==> src/rtl/sfd_pkg.sv <==
package sfd_pkg;

  localparam int BUFFER_BYTES = 2048;

  localparam int BURST_CAP_INT = (BUFFER_BYTES - 2 > 2047) ? 2047 : BUFFER_BYTES - 2;
  localparam logic [10:0] BURST_CAP = BURST_CAP_INT[10:0];

  localparam logic [10:0] MAX_PAYLOAD_RESET = 11'd1518;
  localparam logic [7:0]  START_BYTE        = 8'hAA;
  localparam logic [16:0] SPI_OVERHEAD      = 17'd10;
  localparam logic [16:0] TRAILER_BYTES     = 17'd4;
  localparam logic [3:0]  HEADER_LAST       = 4'd11;

  localparam logic [3:0] IDX_SPI_HI   = 4'd2;
  localparam logic [3:0] IDX_SPI_LO   = 4'd3;
  localparam logic [3:0] IDX_START_0  = 4'd4;
  localparam logic [3:0] IDX_START_1  = 4'd5;
  localparam logic [3:0] IDX_START_2  = 4'd6;
  localparam logic [3:0] IDX_START_3  = 4'd7;
  localparam logic [3:0] IDX_ETH_LO   = 4'd8;
  localparam logic [3:0] IDX_ETH_HI   = 4'd9;

  localparam logic [2:0] ST_OK        = 3'd0;
  localparam logic [2:0] ST_SHORT     = 3'd1;
  localparam logic [2:0] ST_MISMATCH  = 3'd2;
  localparam logic [2:0] ST_OVERRUN   = 3'd3;
  localparam logic [2:0] ST_BAD_START = 3'd4;

  localparam logic [1:0] PH_HEADER  = 2'd0;
  localparam logic [1:0] PH_PAYLOAD = 2'd1;
  localparam logic [1:0] PH_DONE    = 2'd2;

  typedef struct packed {
    logic [7:0]  data_byte;
    logic        burst_start;
    logic [10:0] burst_length;
  } in_beat_t;

  typedef struct packed {
    logic [7:0]  out_byte;
    logic        payload_valid;
    logic        last;
    logic [2:0]  status;
    logic [10:0] frame_length;
  } out_beat_t;

endpackage

==> src/rtl/sfd_parser.sv <==
module sfd_parser (
  input  logic              clk,
  input  logic              rst,
  input  logic              accept,
  input  sfd_pkg::in_beat_t in_beat,
  input  logic              cfg_we,
  input  logic [10:0]       cfg_data,
  output logic              result_valid,
  output sfd_pkg::out_beat_t result
);
  import sfd_pkg::*;

  logic [10:0] max_payload;
  logic [3:0]  hdr_index;
  logic [10:0] burst_total;
  logic [15:0] spi_length;
  logic [15:0] eth_length;
  logic        start_bytes_ok;
  logic [1:0]  phase;
  logic [10:0] payload_left;

  logic [3:0]  hdr_index_next;
  logic [10:0] burst_total_next;
  logic [15:0] spi_length_next;
  logic [15:0] eth_length_next;
  logic        start_bytes_ok_next;
  logic [1:0]  phase_next;
  logic [10:0] payload_left_next;

  logic [10:0] clip_length;
  logic [15:0] cap_length;
  logic [10:0] left_dec;
  logic        produce;
  out_beat_t   res;

  always_comb begin
    clip_length = (in_beat.burst_length > BURST_CAP) ? BURST_CAP : in_beat.burst_length;
    hdr_index_next      = in_beat.burst_start ? 4'd0 : hdr_index;
    burst_total_next    = in_beat.burst_start ? clip_length : burst_total;
    spi_length_next     = in_beat.burst_start ? 16'd0 : spi_length;
    eth_length_next     = in_beat.burst_start ? 16'd0 : eth_length;
    start_bytes_ok_next = in_beat.burst_start ? 1'b1 : start_bytes_ok;
    phase_next          = in_beat.burst_start ? PH_HEADER : phase;
    payload_left_next   = in_beat.burst_start ? 11'd0 : payload_left;
    left_dec   = payload_left_next - 11'd1;
    cap_length = (eth_length_next > {5'd0, max_payload}) ? {5'd0, max_payload}
                                                         : eth_length_next;
    produce = 1'b0;
    res     = '0;
    case (phase_next)
      PH_PAYLOAD: begin
        produce           = 1'b1;
        payload_left_next = left_dec;
        res.out_byte      = in_beat.data_byte;
        res.payload_valid = 1'b1;
        if (left_dec == 11'd0) begin
          phase_next       = PH_DONE;
          res.last         = 1'b1;
          res.frame_length = eth_length_next[10:0];
        end
      end
      PH_HEADER: begin
        case (hdr_index_next)
          IDX_SPI_HI: spi_length_next = {in_beat.data_byte, spi_length_next[7:0]};
          IDX_SPI_LO: spi_length_next = {spi_length_next[15:8], in_beat.data_byte};
          IDX_START_0, IDX_START_1, IDX_START_2, IDX_START_3: begin
            if (in_beat.data_byte != START_BYTE) start_bytes_ok_next = 1'b0;
          end
          IDX_ETH_LO: eth_length_next = {eth_length_next[15:8], in_beat.data_byte};
          IDX_ETH_HI: eth_length_next = {in_beat.data_byte, eth_length_next[7:0]};
          default: ;
        endcase
        if (hdr_index_next == HEADER_LAST) begin
          phase_next = PH_DONE;
          if ({1'b0, spi_length_next} < SPI_OVERHEAD ||
              {1'b0, eth_length_next} + SPI_OVERHEAD != {1'b0, spi_length_next}) begin
            produce = 1'b1;
            res.last = 1'b1;
            res.status = ST_MISMATCH;
          end else if ({1'b0, spi_length_next} + TRAILER_BYTES >
                       {6'd0, burst_total_next}) begin
            produce = 1'b1;
            res.last = 1'b1;
            res.status = ST_OVERRUN;
          end else if (!start_bytes_ok_next) begin
            produce = 1'b1;
            res.last = 1'b1;
            res.status = ST_BAD_START;
          end else begin
            eth_length_next = cap_length;
            if (cap_length == 16'd0) begin
              produce = 1'b1;
              res.last = 1'b1;
              res.status = ST_OK;
            end else begin
              payload_left_next = cap_length[10:0];
              phase_next = PH_PAYLOAD;
            end
          end
        end else if ({8'd0, hdr_index_next} + 12'd1 >= {1'b0, burst_total_next}) begin
          phase_next = PH_DONE;
          produce = 1'b1;
          res.last = 1'b1;
          res.status = ST_SHORT;
        end else begin
          hdr_index_next = hdr_index_next + 4'd1;
        end
      end
      default: ;
    endcase
  end

  assign result_valid = accept && produce;
  assign result       = res;

  always_ff @(posedge clk) begin
    if (rst) begin
      max_payload    <= MAX_PAYLOAD_RESET;
      hdr_index      <= 4'd0;
      burst_total    <= 11'd0;
      spi_length     <= 16'd0;
      eth_length     <= 16'd0;
      start_bytes_ok <= 1'b1;
      phase          <= PH_HEADER;
      payload_left   <= 11'd0;
    end else begin
      if (cfg_we) max_payload <= cfg_data;
      if (accept) begin
        hdr_index      <= hdr_index_next;
        burst_total    <= burst_total_next;
        spi_length     <= spi_length_next;
        eth_length     <= eth_length_next;
        start_bytes_ok <= start_bytes_ok_next;
        phase          <= phase_next;
        payload_left   <= payload_left_next;
      end
    end
  end

  a_payload_left: assert property (@(posedge clk) disable iff (rst)
    phase == PH_PAYLOAD |-> payload_left != 11'd0)
    else $error("payload phase with nothing left");

  a_hdr_index: assert property (@(posedge clk) disable iff (rst)
    phase == PH_HEADER |-> hdr_index <= HEADER_LAST)
    else $error("header index past header");

endmodule

==> src/rtl/sfd_out_skid.sv <==
module sfd_out_skid (
  input  logic               clk,
  input  logic               rst,
  input  logic               push,
  input  sfd_pkg::out_beat_t push_data,
  output logic               room,
  output logic               out_valid,
  input  logic               out_ready,
  output sfd_pkg::out_beat_t out_data
);
  import sfd_pkg::*;

  logic      skid_valid;
  out_beat_t skid_data;

  assign room = !skid_valid;

  always_ff @(posedge clk) begin
    if (rst) begin
      out_valid  <= 1'b0;
      skid_valid <= 1'b0;
    end else if (!out_valid || out_ready) begin
      if (skid_valid) begin
        out_valid  <= 1'b1;
        skid_valid <= 1'b0;
      end else begin
        out_valid <= push;
      end
    end else if (push) begin
      skid_valid <= 1'b1;
    end
  end

  always_ff @(posedge clk) begin
    if (!out_valid || out_ready) begin
      if (skid_valid) out_data <= skid_data;
      else if (push) out_data <= push_data;
    end else if (push) begin
      skid_data <= push_data;
    end
  end

  a_skid_behind_out: assert property (@(posedge clk) disable iff (rst)
    skid_valid |-> out_valid)
    else $error("skid holds a beat while output is empty");

  a_skid_fill: assert property (@(posedge clk) disable iff (rst)
    $rose(skid_valid) |-> $past(out_valid && !out_ready && push))
    else $error("skid filled without a stall");

  a_no_push_full: assert property (@(posedge clk) disable iff (rst)
    skid_valid |-> !push)
    else $error("beat pushed while skid full");

endmodule

==> src/rtl/spi_ethernet_frame_deframer.sv <==
// channel   direction  signals                      payload
// in        input      in_valid / in_ready          in_data  (data_byte, burst_start, burst_length)
// out       output     out_valid / out_ready        out_data (out_byte, payload_valid, last,
//                                                             status, frame_length)
// cfg       input      cfg_we                       cfg_data (max_payload)
//
// one input beat per cycle while in_ready is high; any result is registered in the output stage
// rst is synchronous; max_payload resets to 1518, parser returns to header phase
// a two-entry output stage (output register plus skid) keeps in_ready high through
// a single stalled output beat; in_ready drops only while the skid holds a beat
module spi_ethernet_frame_deframer (
  input  logic               clk,
  input  logic               rst,
  input  logic               in_valid,
  output logic               in_ready,
  input  sfd_pkg::in_beat_t  in_data,
  output logic               out_valid,
  input  logic               out_ready,
  output sfd_pkg::out_beat_t out_data,
  input  logic               cfg_we,
  input  logic [10:0]        cfg_data
);
  import sfd_pkg::*;

  logic      accept;
  logic      result_valid;
  out_beat_t result;

  assign accept = in_valid && in_ready;

  sfd_parser u_parser (
    .clk          (clk),
    .rst          (rst),
    .accept       (accept),
    .in_beat      (in_data),
    .cfg_we       (cfg_we),
    .cfg_data     (cfg_data),
    .result_valid (result_valid),
    .result       (result)
  );

  sfd_out_skid u_out (
    .clk       (clk),
    .rst       (rst),
    .push      (result_valid),
    .push_data (result),
    .room      (in_ready),
    .out_valid (out_valid),
    .out_ready (out_ready),
    .out_data  (out_data)
  );

endmodule

==> config.mk <==
export PLATFORM = sky130hd
export DESIGN_NAME = spi_ethernet_frame_deframer
export DESIGN_NICKNAME = d
export VERILOG_FILES = /design/src/rtl/sfd_pkg.sv /design/src/rtl/sfd_parser.sv /design/src/rtl/sfd_out_skid.sv /design/src/rtl/spi_ethernet_frame_deframer.sv
export SDC_FILE = /design/constraint.sdc
export NUM_CORES = 1
export LEC_CHECK = 0
export BUFFER_PORTS_ARGS = -buffer_cell sky130_fd_sc_hd__buf_4
export CORE_ASPECT_RATIO = 0.7
export CORE_MARGIN = 3
export CORE_UTILIZATION = 40
export DETAILED_ROUTE_END_ITERATION = 8
export SLEW_MARGIN = 15
export SYNTH_ARGS = -nofsm -noshare
export SYNTH_HDL_FRONTEND = slang
export SYNTH_SLANG_ARGS = --single-unit
==> constraint.sdc <==
create_clock -name clk -period 17.7 [get_ports clk]
set_input_delay 0.885 -clock clk [delete_from_list [all_inputs] [get_ports clk]]
set_output_delay 0.885 -clock clk [all_outputs]
set_load 0.05 [all_outputs]
After elaboration in Yosys (flattened, before gate mapping):

Index checks and enable logic that the tools add are counted.

* $add $sub $neg: 5
* magnitude comparators: 5
* equal/unequal tests: 12
* muxes and demuxes: 62
* bitwise operators: 1
* reductions and logical operators: 14

Operators with widths (count)
* 16-bit 2-to-1 mux: 11
* 11-bit 2-to-1 mux: 10
* 16-bit case mux with 2 select lines: 2
* 24-bit 2-to-1 mux: 2
* 4-bit 2-to-1 mux: 10
* 11-bit case mux with 2 select lines: 1
* 16-bit by 3-bit adder with 17-bit output, second input constant: 1
* 16-bit by 4-bit adder with 17-bit output, second input constant: 1
* 17-bit by 11-bit > comparator with 1-bit output: 1
* 17-bit by 16-bit inequality test with 1-bit output: 1
* 4-bit by 3-bit equality test with 1-bit output, second input constant: 4
* 16-bit by 11-bit > comparator with 1-bit output: 1
* 16-bit zero test: 1
* 16-bit by 4-bit less-than comparator with 1-bit output, second input constant: 1
* 2-bit 2-to-1 mux: 8
* 1-bit 2-to-1 mux: 13
* 4-bit equality test, second input constant: 3
* 12-bit by 11-bit greater-or-equal comparator with 1-bit output: 1
* 11-bit > comparator, second input constant: 1
* 11-bit zero test: 1
* 11-bit by 1-bit subtractor with 11-bit output, second input constant: 1
* 9-bit 2-to-1 mux: 1
* 4-bit by 2-bit equality test with 1-bit output, second input constant: 2
* 8-bit inequality test, second input constant: 1
* 15 further kinds: 20

* bits in registers: 122
* input port bits: 36
* word-level logic and storage cells: 119

Longest topological paths before layout:

Gate-level depths: netlist (run 1).

* word-level depth: 13
* mapped depth: 31
* depth with buffers taken out: 24

Modules after synthesis:

A second synthesis (run 1) with hierarchy kept.

* cell total of the unflattened synthesis: 981
* area, all modules: 8569.5 um2

Modules (own cells, without submodules)
* sfd_parser: times used 1, cells an instance 895, area an instance 6653.9 um2, sequential area each 1441.4 um2
* sfd_out_skid: times used 1, cells an instance 85, area an instance 1909.3 um2, sequential area each 1481.4 um2
* spi_ethernet_frame_deframer: times used 1, cells an instance 1, area an instance 6.3 um2, sequential area each 0.0 um2

Worst setup path before layout (run 1):

No wires, ideal clock.

* path type: in2reg
* start point: input port in_data[11] in the netlist's numbering
* end point: register u_out.skid_data[0] in the netlist's numbering (enable)
* library setup time: 0.442 ns
* data arrival time: 7.627 ns
* path slack: 9.631 ns
* stages on the path: 29
* buffers on the path: 7
* path through: buf_2 > buf_1 > buf_1 > clkbuf_1 > buf_1 > nor2b_1 > ha_1 > buf_6 > or4b_1 > buf_2 > nand3_1 > nand2_1 > ha_1 > inv_1 > a211oi_1 > and2_1 > nand3_1 > xnor2_1 > ha_1 > a211o_1 > a21oi_1 > a21oi_1 > o21ai_0 > nand3_1 > mux2i_2 > o2111ai_1 > nand2b_1 > o21ai_1 > a211oi_1

* cells in the longest elaborated chain, start to end: 12

Ends and longest elaborated chain
* start: declaration: line spi_ethernet_frame_deframer.sv:16 `input sfd_pkg::in_beat_t in_data,`
* 4-bit 2-to-1 mux / 16-bit 2-to-1 mux (equally long branches): line sfd_parser.sv:38, sfd_parser.sv:41
* 4-bit by 2-bit equality test with 1-bit output (tied with other cells): line sfd_parser.sv:63 `case (hdr_index_next)`
* 16-bit case mux with 2 select lines (tied with other cells): line sfd_parser.sv:63
* 16-bit 2-to-1 mux (tied with other cells): line sfd_parser.sv:50 `case (phase_next)`
* 16-bit by 3-bit adder with 17-bit output (tied with other cells): line sfd_parser.sv:80 `end else if ({1'b0, spi_length_next} + TRAILER_BYTES >`
* 17-bit by 11-bit > comparator with 1-bit output (tied with other cells): line sfd_parser.sv:80
* 1-bit 2-to-1 mux / 1-bit logical OR (equally long branches): line sfd_parser.sv:80, sfd_parser.sv:75
* 1-bit 2-to-1 mux: line sfd_parser.sv:75 `if ({1'b0, spi_length_next} < SPI_OVERHEAD ||`
* 1-bit 2-to-1 mux: line sfd_parser.sv:73 `if (hdr_index_next == HEADER_LAST) begin`
* 1-bit case mux with 2 select lines (*): line sfd_parser.sv:50
* 1-bit logical AND (*): line sfd_parser.sv:113 `assign result_valid = accept && produce;`
* 2-bit AND reduction (no source line) (*)
* end signal: assignment: line sfd_out_skid.sv:39 `skid_data <= push_data;`
* end: declaration: line sfd_out_skid.sv:14 `out_beat_t skid_data;`

Every way passes the cells marked *; elsewhere a longest branch is shown, timed or not. The select of a mux whose other input is x is not followed.
A chain may end at the register's enable or synchronous reset.

Worst setup path in the final report (run 1):

* start point: input port in_data[11] in the netlist's numbering
* end point: register u_out.out_data[18] (netlist name)

* cells in the longest elaborated chain, start to end: 13

Ends and longest elaborated chain (line)
* 4-bit 2-to-1 mux / 16-bit 2-to-1 mux (equally long branches): sfd_parser.sv:38, sfd_parser.sv:41
* 4-bit by 2-bit equality test with 1-bit output (tied with other cells): sfd_parser.sv:63
* 16-bit case mux with 2 select lines (tied with other cells): sfd_parser.sv:63
* 16-bit 2-to-1 mux (tied with other cells): sfd_parser.sv:50
* 16-bit by 3-bit adder with 17-bit output (tied with other cells): sfd_parser.sv:80
* 17-bit by 11-bit > comparator with 1-bit output (tied with other cells): sfd_parser.sv:80
* 1-bit 2-to-1 mux / 1-bit logical OR (equally long branches): sfd_parser.sv:80, sfd_parser.sv:75
* 1-bit 2-to-1 mux: sfd_parser.sv:75
* 1-bit 2-to-1 mux: sfd_parser.sv:73
* 1-bit case mux with 2 select lines (*): sfd_parser.sv:50
* 1-bit logical AND (*): sfd_parser.sv:113
* 2-bit nonzero test (no source line) (*)
* 2-bit AND reduction (no source line) (*)

Marked as above.

==> results by group, run 1 <==
STA
  – RSZ-0062 raised after global routing: no
  – Crit share post-route: 45.1%
  – Max transition margin: 31.9%
  – Pins over their slew limit: 0
  – Final Skew: 0.00973 ns
  – Final Hold Fails: 0
  – Final Critical Period: 7.98 ns
  – Slew @ Worst Pin: 1.01 ns
  – TNS Setup: 0 ns
  – Fmax: 125 MHz
  – Worst Setup Slack, final: 9.72 ns
  – Final Setup Violations: 0

Clock tree
  – Skew-Pair Late Insertion Delay: 0.44 ns
  – Clock slew at reported path FFs: 0.06 ns
  – Maximum buffer depth of the clock tree: 2
  – Post-CTS Resized: 0
  – Hold_buf cts: 0
  – Clock buffer count from CTS: 17
  – Post-CTS setup buffers: 0
  – CTS tree: yes
  – Root Buffer: clkbuf_16
  – Htree depth: 4
  – Clk sinks: 122

Synth
  – Ys async rst share: 0%
  – Largest family of logic cells by synthesized area: compound AO/OA/AOI/OAI gates
  – Biggest area consumer among synthesized cells: dfxtp_1
  – Yosys warning count: 0
  – Top cells by area, synth: dfxtp_1 (17%), edfxtp_1 (17%), ha_1 (5.2%)
  – Number of synthesized flops with an enable pin: 48
  – Distinct cell type count after synthesis: 96
  – Mux cell area share after synthesis: 4.34%
  – Synthesized net count: 1,097
  – Post-Synth Simple-Gate Area: 23.9%
  – Synth Area in Compound Gates: 25.3%
  – Mapped Area: 8690 um2
  – Area share of fa/ha/maj cells after synthesis: 5.19%
  – Post-synthesis sequential area ratio: 33.6%
  – Synthesized instance count: 1,025
  – #FFs+latches synth: 122
  – Syn Area/Cell: 8.48 um2
  – Commonest register cell after synthesis: dfxtp_1
  – Post-synth top area share: 17.1%
  – XOR/XNOR Fraction of Synth Area: 2.22%

Floorplanning
  – I/O pins: 62
  – # rows: 44
  – Die Ht: 129 um
  – Core footprint: 21,000 um2
  – Initial Util: 41.3%
  – Die area: 23,500 um2
  – Width of the die: 182 um

Outcome
  – Status: complete, no violations

Min path
  – HP Start: u_parser.eth_length[3]
  – Worst Hold Path Cells: 2
  – Hold path endpoint: u_parser.eth_length[3]
  – Type of the worst min-delay path: flop to flop

Critical path
  – Critical path capture point type: flop
  – CP Class: input port to flop
  – Arr. time, crit path: 8.17 ns
  – Critical path peak fanout: 46
  – R2R Path End: u_out.out_data[18]
  – R2R setup slack: 11.00 ns
  – CP required: 17.90 ns
  – Worst r2r src: u_parser.hdr_index[0]
  – Critical path startpoint category: input port
  – Reg2Reg Depth: 21

Cells and area
  – ANT cells: 0
  – Fin cells: 1,333
  – Share of cells above drive strength 1: 14.2%
  – Filler cell count: 2,047
  – Util after Layout: 46.8%
  – Layout area overhead: 13.3%
  – Layout net count: 1,116
  – Register area: 2920 um2
  – Multi-input gate area: 5330 um2

Global route
  – Number of global-route vias before repair: 7,448
  – GR Util met3: 5.27%
  – GRT Total Usage: 23.2%
  – Antenna violations before repair: 0
  – Met1 usage in global routing: 34.4%
  – Total grt overflow: 0
  – GR Util met2: 33.4%
  – Global route hottest layer: met1
  – Pin count of the biggest net entering global routing: 60
  – First-pass GRT wire length: 42,700 um

Pwr
  – Internal power component: 0.528 mW
  – Clock power share: 47.5%
  – Part of the power in combinational logic: 11.6%
  – Switch share: 28.9%
  – Leakage power: 3.79 nW
  – Maximum vdd ir drop: 0.0659 mV
  – Sequential Power Share: 40.9%
  – PwrDens: 75.4 nW/um2
  – P_sw: 0.214 mW

Placement
  – Dpl hpwl: 19,700 um
  – PortBufs: 61
  – Pre-CTS setup slack: 9.41 ns
  – DP Cell Count: 1,299
  – Gpl congestion: 0.990

Flow run
  – # Max-Cap Violations: 0

Routing
  – # DRC: 0
  – Routed wire per std cell: 20.6 um
  – Total Wirelength: 27,500 um
  – Initial DRT Pass Iterations: 7
  – First-iteration detailed-routing DRC count: 969
  – Antenna-violating nets left: 0
  – Vias per cell: 6.20
  – Via count: 8,266
Yosys cell counts, drive strengths merged (6+ instances only):
master / count
nor2: 109
nand2: 104
dfxtp: 74
a21oi: 51
edfxtp: 48
o21ai: 48
clkbuf: 44
ha: 36
inv: 36
nand3: 33
a211oi: 32
mux2i: 26
buf: 24
a22oi: 23
nor4: 21
and2: 20
nand4: 18
nor3: 18
nor2b: 17
o211ai: 17
xnor2: 15
a31oi: 13
nand2b: 13
o31ai: 13
a21o: 12
a32oi: 11
mux2: 10
or4: 8
a311oi: 7
and3: 7
xor2: 7
a221oi: 6
nand3b: 6
o21a: 6
o22ai: 6
or3: 6
routing by layer:
layer	share of wire, %	vias up
met1	48	3928
met2	42	381
li1	-	3922
met4	1.8	0
met3	8.7	35
met5	0	-
worst max-delay path, stage by stage:
cell and delay, ns:
buf_4 0.48, clkinv_2 0.67, nand2_1 0.33, inv_1 0.12, ha_1 0.47, or4b_1 0.44, nand3_1 0.18, nand2_1 0.16
ha_1 0.23, inv_1 0.05, a211oi_1 0.38, and2_1 0.23, nand3_1 0.09, xnor2_1 0.19, ha_1 0.28, a211o_1 0.31
a21oi_1 0.16, nand2b_1 0.07, o21ai_0 0.23, nand3_1 0.13, mux2i_2 0.45, o2111ai_1 0.29, nand2b_1 0.28, o21ai_1 0.56
a211oi_4 0.24, buf_8 0.23
flip-flops by register name, indices dropped and copies added, names as in the netlist:
signal and flops:
u_out.out_data 24, u_out.out_valid 1, u_out.skid_data 24, u_out.skid_valid 1
u_parser.burst_total 11, u_parser.eth_length 16, u_parser.hdr_index 4, u_parser.max_payload 11
u_parser.payload_left 11, u_parser.phase 2, u_parser.spi_length 16, u_parser.start_bytes_ok 1
placed cells by master (no fill, tap or decap), types with 16 or more instances in the layout:
cell	count
dfxtp_1	74
clkbuf_16	17
edfxtp_1	48
buf_4	66
nand4_1	18
nor2b_1	16
a211oi_1	30
a21oi_1	51
a22oi_1	20
nor2_1	108
and2_1	18
nor3_1	17
nand2_1	104
ha_1	36
inv_1	33
nand3_1	33
o21ai_0	37
mux2i_1	25
nor4_1	18
power by group through the flow:
stage               Combinational, mW  Sequential, mW  Clock [mW]
floorplan                      0.0596           0.307           0
global placement               0.0841           0.309           0
detailed placement             0.0846           0.309           0
CTS                            0.0850           0.303       0.359
global route                   0.0948           0.304       0.371
finish                         0.0864           0.303       0.352
layout make-up:
class | instances | share of cell area, %
clock buffers | 17 | 4.32
clock inverters | 15 | 1.55
inverters | 38 | 1.46
multi-input cells | 797 | 54.1
flip-flops and latches | 122 | 29.7
well taps | 276 | 3.51
repair buffers | 68 | 5.34
logic make-up (layout without fill, tap and decap cells):
kind of cell	Yosys count	after routing
AND/OR/NAND/NOR	403	403
AO/OA/AOI/OAI	300	300
flip-flops	122	122
XOR/XNOR	22	22
adder cells (fa/ha/maj)	36	36
buffers and inverters	106	138
multiplexers	36	36
worst max path at each step:
| stage | from | endpoint | cells past startpoint |
|---|---|---|---|
| after floorplan | in_data[11] | u_out.skid_data[0] | 29 |
| after global placement | in_data[11] | u_out.out_data[20] | 25 |
| after detailed placement | in_data[11] | u_out.out_data[20] | 25 |
| after global routing | in_data[11] | u_out.out_data[7] | 26 |
| final | in_data[11] | u_out.out_data[18] | 26 |
| after CTS | in_data[11] | u_out.out_data[15] | 25 |
metrics by stage:
stage | hold WS (ns) | total power, mW | cell area (um2)
3_3_place_gp | 0.435 | 0.393 | 9240
4_1_cts | 0.450 | 0.747 | 9810
5_1_grt | 0.463 | 0.770 | 9840
3_5_place_dp | 0.441 | 0.394 | 9240
6_report | 0.452 | 0.742 | 9840
2_1_floorplan | 0.427 | 0.367 | 8690
No activity file was read; power rests on OpenSTA's default activity.
==> run 2: changes to the inputs <==
- clock period: 17.7 -> 8.23 ns (I/O delays scaled with it)
==> run 2 against run 1 <==
Against the previous run: register-to-register slack got worse by 9.4 ns; highest routed layer unchanged; global-route usage rose by 0.48 points; core utilization rose by 0.095 points; sequential power rose by 120%; clock skew rose by 0.0010 ns; worst setup slack got worse by 8.2 ns; critical endpoint is now u_out.out_data[22]; non-clock buffer count rose by 2; sequential share of layout area fell by 0.060 points.
==> results by group, run 2 (same netlist as run 1, synthesis figures left out) <==
Outcome
  – Status: complete, no violations (unchanged)

Global route
  – Antenna violations before repair: 0 (unchanged)
  – Pin count of the biggest net entering global routing: 60 (unchanged)
  – GRT Total Usage: 23.7% (was 23.2%)
  – Number of global-route vias before repair: 7,644 (was 7,448)
  – Total grt overflow: 0 (unchanged)
  – First-pass GRT wire length: 43,900 um (was 42,700 um)

Cells and area
  – Commonest cells after routing, fill and taps aside: nor2_1 (108), nand2_1 (104), dfxtp_1 (74) (unchanged)
  – Util after Layout: 46.9% (was 46.8%)
  – Share of cells above drive strength 1: 14.4% (was 14.2%)
  – Commonest non-fill, non-tap cell in the layout: nor2_1 (unchanged)
  – Biggest regs: u_out.out_data: 24 flops, u_out.skid_data: 24 flops (unchanged)
  – Layout net count: 1,118 (was 1,116)
  – Filler cell count: 2,086 (was 2,047)
  – Layout area overhead: 13.6% (was 13.3%)
  – ANT cells: 0 (unchanged)

STA
  – TNS Setup: 0 ns (unchanged)
  – Final Skew: 0.0107 ns (was 0.00973 ns)
  – Max transition margin: 30.4% (was 31.9%)
  – Crit share post-route: 82.1%
  – Final Critical Period: 6.76 ns
  – RSZ-0062 raised after global routing: no (unchanged)
  – Pins over their slew limit: 0 (unchanged)
  – Slew @ Worst Pin: 1.04 ns (was 1.01 ns)
  – Final Setup Violations: 0 (unchanged)
  – Final Hold Fails: 0 (unchanged)
  – Fmax: 148 MHz
  – Worst Setup Slack, final: 1.47 ns (was 9.72 ns)

Critical path
  – R2R Path End: u_out.out_data[22] (was u_out.out_data[18])
  – Critical path startpoint category: input port (unchanged)
  – CP required: 8.42 ns (was 17.90 ns)
  – Arr. time, crit path: 6.95 ns (was 8.17 ns)
  – Critical path capture point type: flop (unchanged)
  – Reg2Reg Depth: 21 (unchanged)
  – CP Class: input port to flop (unchanged)
  – Worst r2r src: u_parser.hdr_index[0] (unchanged)
  – Capture point of the worst path: u_out.out_data[22] (was u_out.out_data[18])
  – R2R setup slack: 1.57 ns (was 11.00 ns)
  – Critical path peak fanout: 46 (unchanged)
  – CP startpoint: in_data[11] (unchanged)

Clock tree
  – Root Buffer: clkbuf_16 (unchanged)
  – Post-CTS setup buffers: 0 (unchanged)
  – Post-CTS Resized: 0 (unchanged)
  – Maximum buffer depth of the clock tree: 2 (unchanged)
  – Hold_buf cts: 0 (unchanged)
  – Skew-Pair Late Insertion Delay: 0.44 ns (about the same)
  – CTS tree: yes (unchanged)
  – Htree depth: 4 (unchanged)
  – Clock slew at reported path FFs: 0.06 ns (about the same)
  – Clock buffer count from CTS: 17 (unchanged)
  – Clk sinks: 122 (unchanged)

Pwr
  – Maximum vdd ir drop: 0.138 mV (was 0.0659 mV)
  – PwrDens: 162 nW/um2 (was 75.4 nW/um2)
  – Leakage power: 3.81 nW (was 3.79 nW)

Min path
  – Type of the worst min-delay path: input port to flop (was flop to flop)
  – Worst Hold Path Cells: 3 (was 2)

Floorplanning
  – Die Ht: 129 um (unchanged)
  – Width of the die: 182 um (unchanged)
  – Initial Util: 41.3% (unchanged)
  – I/O pins: 62 (unchanged)
  – Die area: 23,500 um2 (unchanged)
  – # rows: 44 (unchanged)
  – Core footprint: 21,000 um2 (unchanged)

Placement
  – Pre-CTS setup slack: 1.13 ns (was 9.41 ns)
  – Gpl congestion: 0.973 (was 0.990)
  – PortBufs: 61 (unchanged)
  – Dpl hpwl: 20,000 um (was 19,700 um)

Routing
  – Routed wire per std cell: 20.8 um (was 20.6 um)
  – Initial DRT Pass Iterations: 8 (was 7)
  – Vias per cell: 6.22 (was 6.20)
  – Antenna-violating nets left: 0 (unchanged)
  – Total Wirelength: 27,800 um (was 27,500 um)
  – Via count: 8,310 (was 8,266)
  – # DRC: 0 (unchanged)
  – First-iteration detailed-routing DRC count: 891 (was 969)

Flow run
  – # Max-Cap Violations: 0 (unchanged)
-- run 2: cell count changes in the layout (fill, tap and decap cells not counted), sizes merged --
cell and change:
inv -4, bufinv +1, clkinv +3, buf +2
-- run 2: area by class of cell --
type	instances	area, um2	share of cell area [%]
sequential	122	2920	29.6
inverter	38	144	1.46
tap	276	345	3.50
clock buffer	17	425	4.31
multi-input combinational	797	5330	54.0
clock inverter	15	165	1.67
timing repair buffer	70	533	5.40
-- run 2: worst max-delay path, cell delays in order --
cell	delay, ns
buf_4	0.47
clkinv_2	0.12
nand2_1	0.15
inv_1	0.10
ha_1	0.45
or4b_1	0.45
nand3_1	0.19
nand2_1	0.16
ha_1	0.24
inv_1	0.06
a211oi_1	0.37
and2_1	0.23
nand3_1	0.10
xnor2_1	0.15
ha_1	0.31
a211o_1	0.30
a21oi_1	0.16
nand2b_1	0.07
o21ai_0	0.22
nand3_1	0.14
mux2i_2	0.48
o2111ai_1	0.27
nand2b_1	0.27
o21ai_1	0.58
a211oi_4	0.25
buf_8	0.23
-- run 2: per-layer routing --
metal  wire, um  GRT usage, %  vias up  part of all wire [%]
li1           -             -     3924                     -
met5          0             0        -                     0
met3       2650          6.99       40                   9.5
met1      13000          34.3     3987                    47
met4        552          6.49        0                   2.0
met2      11600          34.2      359                    42
-- run 2: worst min path at each step --
stage / from / to / slack (ns)
after global routing: cfg_data[7] / u_parser.max_payload[7] / 0.19
after detailed placement: u_parser.eth_length[3] / u_parser.eth_length[3] / 0.44
after global placement: u_parser.eth_length[0] / u_parser.eth_length[0] / 0.43
final: cfg_data[2] / u_parser.max_payload[2] / 0.19
after CTS: cfg_data[3] / u_parser.max_payload[3] / 0.18
after floorplan: u_parser.eth_length[0] / u_parser.eth_length[0] / 0.43
-- run 2: report_power, final --
part	switching [mW]	total (mW)	internal [mW]	leakage, nW
clock	0.312	0.764	0.452	0.284
combinational	0.117	0.187	0.0698	2.43
sequential	0.0135	0.652	0.639	1.09
-- run 2: through the flow --
stage | total power, mW | hold WS (ns) | std cells | instance area, um2
5_1_grt | 1.67 | 0.185 | 1335 | 9860
6_report | 1.60 | 0.191 | 1335 | 9860
4_1_cts | 1.61 | 0.182 | 1334 | 9850
3_3_place_gp | 0.847 | 0.435 | 1302 | 9260
2_1_floorplan | 0.789 | 0.427 | 1025 | 8690
3_5_place_dp | 0.849 | 0.441 | 1302 | 9260
